## src/rtl/core/fixed_point_alu_q24_8_macros.svh

```systemverilog
// ----------------------------------------------------------------------------
// Fixed-point ALU assertion macros
// Shared concurrent assertion forms, clocked on clk and disabled in reset.
// ----------------------------------------------------------------------------
`ifndef FIXED_POINT_ALU_Q24_8_MACROS_SVH
`define FIXED_POINT_ALU_Q24_8_MACROS_SVH

// The property must hold at every clock edge outside reset.
`define FPA_ASSERT(lbl, prop, msg) \
  lbl: assert property (@(posedge clk) disable iff (!rst_n) (prop)) else $error(msg);

// The condition must never be seen outside reset.
`define FPA_NEVER(lbl, cond, msg) \
  lbl: assert property (@(posedge clk) disable iff (!rst_n) !(cond)) else $error(msg);

`endif

```

## src/rtl/core/fpa_pkg.sv

```systemverilog
// ----------------------------------------------------------------------------
// Fixed-point ALU package
// Widths, opcodes and the sideband record that travels down the pipeline.
// ----------------------------------------------------------------------------
`default_nettype none

package fpa_pkg;

  localparam int DATA_W    = 32;
  localparam int FRAC_BITS = 8;
  // Dividend width: operand magnitude followed by the fraction bits.
  localparam int NUMW      = DATA_W + FRAC_BITS;
  // A remainder stays below the divisor magnitude, which is at most 2^31.
  localparam int REMW      = DATA_W - 1;

  localparam logic [DATA_W-1:0] RAW_MAX = {1'b0, {(DATA_W-1){1'b1}}};
  localparam logic [DATA_W-1:0] RAW_MIN = {1'b1, {(DATA_W-1){1'b0}}};

  typedef enum logic [3:0] {
    OP_ADD  = 4'd0,
    OP_SUB  = 4'd1,
    OP_MUL  = 4'd2,
    OP_DIV  = 4'd3,
    OP_GT   = 4'd4,
    OP_LT   = 4'd5,
    OP_GE   = 4'd6,
    OP_LE   = 4'd7,
    OP_EQ   = 4'd8,
    OP_NE   = 4'd9,
    OP_INC  = 4'd10,
    OP_DEC  = 4'd11,
    OP_MIN  = 4'd12,
    OP_MAX  = 4'd13,
    OP_FINT = 4'd14,
    OP_TINT = 4'd15
  } op_t;

  // Result of every operation but a real division, plus what the divider's
  // back end needs to finish one.
  typedef struct packed {
    logic              is_div;
    logic              neg;
    logic [DATA_W-1:0] res;
    logic              cmp;
    logic              dbz;
    logic              sat;
  } side_t;

endpackage

`default_nettype wire

```

## src/rtl/core/fpa_front.sv

```systemverilog
// ----------------------------------------------------------------------------
// Fixed-point ALU front end
// Three register stages: operand capture, simple ops and the multiply, then
// multiply rounding and saturation. Prepares divider operands.
// ----------------------------------------------------------------------------
`default_nettype none

module fpa_front (
  input  wire logic                        clk,
  input  wire logic                        rst_n,
  input  wire logic                        en,
  input  wire logic                        in_valid,
  input  wire logic [3:0]                  in_opcode,
  input  wire logic signed [fpa_pkg::DATA_W-1:0] in_operand_a,
  input  wire logic signed [fpa_pkg::DATA_W-1:0] in_operand_b,
  output logic                             out_valid,
  output fpa_pkg::side_t                   out_side,
  output logic [fpa_pkg::NUMW-1:0]         out_num,
  output logic [fpa_pkg::DATA_W-1:0]       out_den
);
  import fpa_pkg::*;

  localparam int PW = 2 * DATA_W;
  localparam logic [PW-1:0] HALF = (PW'(1) << FRAC_BITS) >> 1;
  localparam logic [PW-1:0] POS_LIM = PW'(RAW_MAX);
  localparam logic [PW-1:0] NEG_LIM = PW'(RAW_MAX) + PW'(1);

  // Clamp a 33-bit signed sum to the 32-bit range.
  function automatic side_t clamp33(input logic signed [DATA_W:0] v);
    side_t s;
    s = '0;
    if (v[DATA_W] != v[DATA_W-1]) begin
      s.sat = 1'b1;
      s.res = v[DATA_W] ? RAW_MIN : RAW_MAX;
    end else begin
      s.res = v[DATA_W-1:0];
    end
    return s;
  endfunction

  // Stage 1: operand capture.
  logic                     s1_valid_r;
  op_t                      s1_op_r;
  logic signed [DATA_W-1:0] s1_a_r, s1_b_r;

  always_ff @(posedge clk) begin
    if (!rst_n) begin
      s1_valid_r <= 1'b0;
    end else if (en) begin
      s1_valid_r <= in_valid;
    end
    if (en) begin
      s1_op_r <= op_t'(in_opcode);
      s1_a_r  <= in_operand_a;
      s1_b_r  <= in_operand_b;
    end
  end

  // Stage 2 logic: magnitudes, simple ops, and the multiply.
  logic [DATA_W-1:0] mag_a, mag_b;
  logic              neg;
  side_t             s2_side_nxt;
  logic signed [DATA_W:0]    sum_ab, dif_ab, inc_a, dec_a;
  logic signed [PW-1:0]      fint;

  assign mag_a = s1_a_r[DATA_W-1] ? (DATA_W'(0) - s1_a_r) : s1_a_r;
  assign mag_b = s1_b_r[DATA_W-1] ? (DATA_W'(0) - s1_b_r) : s1_b_r;
  assign neg   = s1_a_r[DATA_W-1] ^ s1_b_r[DATA_W-1];
  assign sum_ab = {s1_a_r[DATA_W-1], s1_a_r} + {s1_b_r[DATA_W-1], s1_b_r};
  assign dif_ab = {s1_a_r[DATA_W-1], s1_a_r} - {s1_b_r[DATA_W-1], s1_b_r};
  assign inc_a  = {s1_a_r[DATA_W-1], s1_a_r} + (DATA_W+1)'(1);
  assign dec_a  = {s1_a_r[DATA_W-1], s1_a_r} - (DATA_W+1)'(1);
  assign fint   = PW'(s1_a_r) <<< FRAC_BITS;

  always_comb begin
    s2_side_nxt     = '0;
    s2_side_nxt.neg = neg;
    unique case (s1_op_r)
      OP_ADD:  s2_side_nxt = clamp33(sum_ab);
      OP_SUB:  s2_side_nxt = clamp33(dif_ab);
      OP_MUL:  s2_side_nxt.neg = neg;
      OP_DIV: begin
        if (s1_b_r == '0) begin
          s2_side_nxt.dbz = 1'b1;
          s2_side_nxt.res = s1_a_r;
        end else begin
          s2_side_nxt.is_div = 1'b1;
          s2_side_nxt.neg    = neg;
        end
      end
      OP_GT:   s2_side_nxt.cmp = (s1_a_r >  s1_b_r);
      OP_LT:   s2_side_nxt.cmp = (s1_a_r <  s1_b_r);
      OP_GE:   s2_side_nxt.cmp = (s1_a_r >= s1_b_r);
      OP_LE:   s2_side_nxt.cmp = (s1_a_r <= s1_b_r);
      OP_EQ:   s2_side_nxt.cmp = (s1_a_r == s1_b_r);
      OP_NE:   s2_side_nxt.cmp = (s1_a_r != s1_b_r);
      OP_INC:  s2_side_nxt = clamp33(inc_a);
      OP_DEC:  s2_side_nxt = clamp33(dec_a);
      OP_MIN:  s2_side_nxt.res = (s1_a_r < s1_b_r) ? s1_a_r : s1_b_r;
      OP_MAX:  s2_side_nxt.res = (s1_a_r > s1_b_r) ? s1_a_r : s1_b_r;
      OP_FINT: begin
        if (fint > PW'(signed'(RAW_MAX))) begin
          s2_side_nxt.sat = 1'b1;
          s2_side_nxt.res = RAW_MAX;
        end else if (fint < PW'(signed'(RAW_MIN))) begin
          s2_side_nxt.sat = 1'b1;
          s2_side_nxt.res = RAW_MIN;
        end else begin
          s2_side_nxt.res = fint[DATA_W-1:0];
        end
      end
      OP_TINT: s2_side_nxt.res = s1_a_r >>> FRAC_BITS;
      default: s2_side_nxt = '0;
    endcase
  end

  // Stage 2 registers.
  logic              s2_valid_r, s2_mul_r;
  side_t             s2_side_r;
  logic [PW-1:0]     s2_prod_r;
  logic [NUMW-1:0]   s2_num_r;
  logic [DATA_W-1:0] s2_den_r;

  always_ff @(posedge clk) begin
    if (!rst_n) begin
      s2_valid_r <= 1'b0;
    end else if (en) begin
      s2_valid_r <= s1_valid_r;
    end
    if (en) begin
      s2_mul_r  <= (s1_op_r == OP_MUL);
      s2_side_r <= s2_side_nxt;
      s2_prod_r <= mag_a * mag_b;
      s2_num_r  <= {mag_a, {FRAC_BITS{1'b0}}};
      s2_den_r  <= mag_b;
    end
  end

  // Stage 3 logic: round the product half away from zero and clamp.
  logic [PW-1:0] mul_m;
  side_t         s3_side_nxt;

  assign mul_m = (s2_prod_r + HALF) >> FRAC_BITS;

  always_comb begin
    s3_side_nxt = s2_side_r;
    if (s2_mul_r) begin
      if (!s2_side_r.neg && (mul_m > POS_LIM)) begin
        s3_side_nxt.sat = 1'b1;
        s3_side_nxt.res = RAW_MAX;
      end else if (s2_side_r.neg && (mul_m > NEG_LIM)) begin
        s3_side_nxt.sat = 1'b1;
        s3_side_nxt.res = RAW_MIN;
      end else begin
        s3_side_nxt.res = s2_side_r.neg ? (DATA_W'(0) - mul_m[DATA_W-1:0])
                                        : mul_m[DATA_W-1:0];
      end
    end
  end

  // Stage 3 registers.
  always_ff @(posedge clk) begin
    if (!rst_n) begin
      out_valid <= 1'b0;
    end else if (en) begin
      out_valid <= s2_valid_r;
    end
    if (en) begin
      out_side <= s3_side_nxt;
      out_num  <= s2_num_r;
      out_den  <= s2_den_r;
    end
  end

endmodule

`default_nettype wire

```

## config.mk

```make
export PLATFORM = sky130hd
export DESIGN_NAME = fpa_front
export DESIGN_NICKNAME = d
export VERILOG_FILES = /design/src/rtl/core/fixed_point_alu_q24_8_macros.svh /design/src/rtl/core/fpa_pkg.sv /design/src/rtl/core/fpa_front.sv
export SDC_FILE = /design/constraint.sdc
export NUM_CORES = 2
export LEC_CHECK = 0
export CAP_MARGIN = 5
export CORE_MARGIN = 5
export CORE_UTILIZATION = 46
export CTS_CLUSTER_DIAMETER = 30
export DETAILED_ROUTE_END_ITERATION = 6
export DONT_BUFFER_PORTS = 1
export SLEW_MARGIN = 20
export SYNTH_ARGS = -nofsm -noshare
export SYNTH_HDL_FRONTEND = slang
export SYNTH_SLANG_ARGS = --single-unit
```

## constraint.sdc

```tcl
create_clock -name clk -period 10.95 [get_ports clk]
set_input_delay 2.19 -clock clk [delete_from_list [all_inputs] [get_ports clk]]
set_output_delay 2.19 -clock clk [all_outputs]
set_load 0.005 [all_outputs]
```

**Word-level counts from Yosys, hierarchy flattened**

Cells that the tools add are included.
W data, S select, Z words.

- Register bits: 338
- Input bits: 72

- Add/subtract/negate cells: 8
- $mul: 1
- Magnitude comparators: 8
- Equal/unequal tests: 21
- Multiplexer cells: 34
- Bitwise operators: 1
- Reduce and logical (&&, ||, !) cells: 6

Operator list:

| cell | number |
|---|---|
| $mux W32 | 19 |
| $pmux W32 S9 | 1 |
| $sub A1 B32 Y32 const A | 3 |
| $add A64 B8 Y64 const B | 1 |
| $mul A32 B32 Y64 | 1 |
| $gt A56 B31 Y1 const B | 1 |
| $gt A56 B32 Y1 const B | 1 |
| $gt A40 B32 Y1 const B | 1 |
| $lt A40 B32 Y1 const B | 1 |
| $add A32 B2 Y33 const B | 1 |
| $add A32 B32 Y33 | 1 |
| $sub A32 B2 Y33 const B | 1 |
| $sub A32 B32 Y33 | 1 |
| $eq A32 B32 Y1 | 1 |
| $eq A4 B4 Y1 const B | 8 |
| $ge A32 B32 Y1 | 1 |
| $gt A32 B32 Y1 | 1 |
| $le A32 B32 Y1 | 1 |
| $logic_not A32 Y1 | 1 |
| $lt A32 B32 Y1 | 1 |
| $ne A32 B32 Y1 | 1 |
| $eq A4 B3 Y1 const B | 4 |
| $mux W1 | 10 |
| $eq A4 B2 Y1 const B | 2 |
| other kinds (11) | 15 |

**Longest topological paths before layout**

- Depth after elaboration: 6
- Mapped depth: 41
- Gate-level depth less buffers: 36

**Worst setup path after synthesis**

Ideal clock, no wire load.

- Path type: reg-to-reg
- Start point: register s1_a_r[0]
- End point: register s2_prod_r[63] (data pin)
- Arrival: 10.294 ns
- Required time: 10.690 ns
- Path slack: 0.396 ns
- Cell stages (with the launch flop): 40
- Buffers on the path: 5
- Path through: edfxtp_1 > clkbuf_1 > clkinv_1 > clkbuf_1 > ha_1 > or3b_1 > or3_1 > buf_2 > or3_4 > or3_4 > or3_4 > nand2_1 > xor2_1 > clkbuf_1 > nor2_1 > fa_1 > fa_1 > fa_1 > [... 4 more ...] > inv_1 > fa_1 > inv_1 > fa_1 > inv_1 > fa_1 > inv_1 > ha_1 > buf_2 > nand4_1 > a2111oi_0 > nor4_1 > o21ai_1 > a211oi_1 > o21bai_1 > nand2_1 > o31a_1 > xnor2_1

- Cells in the longest elaborated chain, start to end: 3

RTL lines:

| element | line | text |
|---|---|---|
| from (decl) | fpa_front.sv:44 | `logic signed [DATA_W-1:0] s1_a_r, s1_b_r;` |
| from (signal assigned) | fpa_front.sv:54 | `s1_a_r <= in_operand_a;` |
| $sub A1 B32 Y32 | fpa_front.sv:66 | `assign mag_a = s1_a_r[DATA_W-1] ? (DATA_W'(0) - s1_a_r) : s1_a_r;` |
| $mux W32 (*) | fpa_front.sv:66 |  |
| $mul A32 B32 Y64 (*) | fpa_front.sv:133 | `s2_prod_r <= mag_a * mag_b;` |
| to (signal assigned) | fpa_front.sv:133 |  |
| to (decl) | fpa_front.sv:120 | `logic [PW-1:0] s2_prod_r;` |

Mark *: on every way between the ends. The rest lies on a longest branch, timed or not.
A chain may end at the register's enable or synchronous reset.

**Worst setup path in the final report**

- Start point: register s1_b_r[8]
- End point: register s2_prod_r[61] (data pin)

- Cells in the longest elaborated chain, start to end: 3

RTL lines:

| element | line | text |
|---|---|---|
| from (decl) | fpa_front.sv:44 |  |
| from (signal assigned) | fpa_front.sv:55 | `s1_b_r <= in_operand_b;` |
| $sub A1 B32 Y32 | fpa_front.sv:67 | `assign mag_b = s1_b_r[DATA_W-1] ? (DATA_W'(0) - s1_b_r) : s1_b_r;` |
| $mux W32 (*) | fpa_front.sv:67 |  |
| $mul A32 B32 Y64 (*) | fpa_front.sv:133 |  |

Marked as above.

==> reports/metrics.cfg <==
[outcome]
status=finished, final reports clean

[route]
drc=0
drt_iter0_markers=4551
ant_nets=0
num_vias=44272
wire_per_inst_um=26.11
drt_wl_total_um=197100
first_pass_iters=6
viasPerCell=5.865

[placement]
gp_congestion=1.012
port_buffers=0
dp_hpwl_um=157600

[floorplanning]
start_util=0.4621
num_rows=125
chipWidth_um=351.2
dieHeight_um=351.2
fp.coreArea_um2=115900
die_area_um2=123400
design.portCount=182

[cts]
max-clock-path-buffers=3
cts_buffers=93
cts.sinks=331
htreeDepth=3
cts_tree=done
clk_latency_ns=0.75
root_buffer=clkbuf_16
clk_pin_slew_worst_paths_ns=0.05

[setup_path]
cp_data_required_time_ns=11.39
cp-end-kind=register
cp_max_fo=10
critical-path-slowest-cell=or4_4
crit_top_cell=fa_1
cp_slowest_stage_delay_ns=0.63
worstPathArrival_ns=11.18
start_kind=register
critPathKind=reg2reg

[layout]
multi_input_area_um2=38800
utilization=0.5185
synthToLayoutAreaGrowth_pct=12.20
drive_gt1_frac=0.09203
fill_cells=10837
seqCellArea_um2=9910
nNetsFinal=7242

[sta]
max_freq_mhz=93.06
slew_viol_final=0
fin_setup_tns_ns=0
finalHoldViolations=0
min_period_over_period=0.9813
tightest_slew_ns=1.242
period_minus_slack_ns=10.75
skew_ns=0.07327
setup_viol=0
slew_headroom=0.1648
rsz0062_at_grt=false

[logic_synthesis]
synthFlopType=edfxtp_1
ys_seq_elements=331
synth-warning-count=0
synth_edf_count=328
yosys.cell_types.count=100
async_flop_share=0
syn_area_um2=53560
synthesis.instances=5908
ys_seq_area_frac=0.1850
avgSynthCellArea_um2=9.065

[run]
cap_violations=0

[grt]
grt_overflow_total=0
grtUsageTotal=0.3210
antenna_found_initial=10
grt_start_max_net_pins=332
first_global_vias=44895
grt_pass1_wl_um=291100

[min_path]
hold_class=reg2reg

-- cell usage in the layout (no fill, tap or decap), drive strengths merged, types with 33 or more instances in the layout --
cell    Yosys  layout
a21o       66      66
a21oi     179     179
a221oi     33      33
and2       40      40
buf        64     254
clkbuf    257      99
clkinv     18      56
edfxtp    328     328
fa        897     897
ha        330     330
inv      1065    1071
nand2     632     632
nand2b     35      35
nand3     103     103
nand4      53      53
nor2      745     745
nor3       62      62
nor4       36      36
o21ai     191     191
or3        42      42
xnor2     170     170
xor2       85      85
-- area by class of cell --
| class | instances | share of cell area |
|---|---|---|
| clock inverters | 73 | 0.01816 |
| inverters | 1083 | 0.06771 |
| well taps | 1524 | 0.03173 |
| flip-flops and latches | 331 | 0.1649 |
| repair buffers | 254 | 0.03248 |
| multi-input cells | 4180 | 0.6457 |
| diodes | 5 | 0.0002082 |
| clock buffers | 99 | 0.03910 |
-- kinds of logic after synthesis --
| logic type | after synthesis | share of synthesized area |
|---|---|---|
| and+or+nand+nor | 1885 | 0.1571 |
| other | 1 | 0.00007002 |
| muxes | 29 | 0.005560 |
| AOI/OAI and AO/OA | 774 | 0.09679 |
| adders and majority gates | 1229 | 0.4127 |
| DFF | 331 | 0.1850 |
| buffers and inverters | 1404 | 0.1006 |
| xor gates and xnor gates | 255 | 0.04212 |
-- Yosys cell counts (26+ instances only) --
| library cell | n | area share |
|---|---|---|
| inv_1 | 1058 | 0.074 |
| fa_1 | 897 | 0.34 |
| nor2_1 | 735 | 0.052 |
| nand2_1 | 630 | 0.044 |
| ha_1 | 330 | 0.077 |
| edfxtp_1 | 328 | 0.18 |
| clkbuf_1 | 257 | 0.018 |
| a21oi_1 | 179 | 0.017 |
| o21ai_0 | 178 | 0.017 |
| xnor2_1 | 169 | 0.028 |
| nand3_1 | 102 | 0.0095 |
| xor2_1 | 83 | 0.014 |
| a21o_1 | 66 | 0.0093 |
| nor3_1 | 60 | 0.0056 |
| nand4_1 | 53 | 0.0062 |
| and2_1 | 38 | 0.0044 |
| or3_1 | 37 | 0.0043 |
| nand2b_1 | 35 | 0.0041 |
| buf_2 | 33 | 0.0031 |
| nor4_1 | 30 | 0.0035 |
| a221oi_1 | 29 | 0.0047 |
| and3_1 | 29 | 0.0034 |
| o21bai_1 | 28 | 0.0039 |
| nor2b_1 | 26 | 0.0030 |
-- critical path, delay by kind of cell (launching register included) --
| kind | cells | cell delay, ns |
|---|---|---|
| buffers and inverters | 2 | 0.30 |
| AO/OA/AOI/OAI | 7 | 1.94 |
| adder cells (fa/ha/maj) | 9 | 4.24 |
| XOR/XNOR | 2 | 0.32 |
| AND/OR/NAND/NOR | 10 | 3.10 |
| flip-flops | 1 | 0.54 |
-- sequential cells by signal, indices dropped and copies added (netlist names), 4 cells and up --
| name | flops |
|---|---|
| s2_num_r | 32 |
| s2_side_r | 37 |
| out_den | 32 |
| s1_b_r | 32 |
| out_side | 37 |
| s2_prod_r | 57 |
| out_num | 32 |
| s2_den_r | 32 |
| s1_a_r | 32 |
| s1_op_r | 4 |
-- worst paths after layout --
check,startpoint,to,slack [ns],depth (start not counted)
worst max-delay path,s1_b_r[8],s2_prod_r[61],0.20,30
worst min-delay path,s2_side_r[2],out_side[2],0.39,0
worst max register to register,s1_b_r[8],s2_prod_r[61],0.20,30
worst min register to register,s2_side_r[2],out_side[2],0.39,0
-- stage by stage --
step / hold WS, ns / cell area [um^2] / setup WS [ns] / cells
after global placement: 0.4010 / 56460 / 0.1625 / 7369
after global routing: 0.4082 / 60090 / 0.01785 / 7546
final: 0.3867 / 60090 / 0.2045 / 7549
after floorplan: 0.4003 / 53590 / 0.3962 / 5915
after CTS: 0.3976 / 59920 / 0.02878 / 7541
after detailed placement: 0.4045 / 56470 / -0.04161 / 7369
-- timing repair --
action | CTS | global route
buffers inserted | 0 | 3
resized for setup | 2 | 22
hold buffers | 0 | 0
pin swaps | 0 | 1
endpoints found under the setup margin | 2 | 24
-- metal layers --
metal	vias to the layer above	global-route usage	wire, um	part of all wire
met2	2281	0.4834	86610	0.44
li1	18917	-	-	-
met4	4	0.1607	11780	0.060
met1	22554	0.4348	79250	0.40
met3	516	0.07900	19460	0.099
met5	-	0	20	0.00010
Power is not shown: default switching activity piles up to over one toggle a cycle in this logic, so the estimate is an artifact.
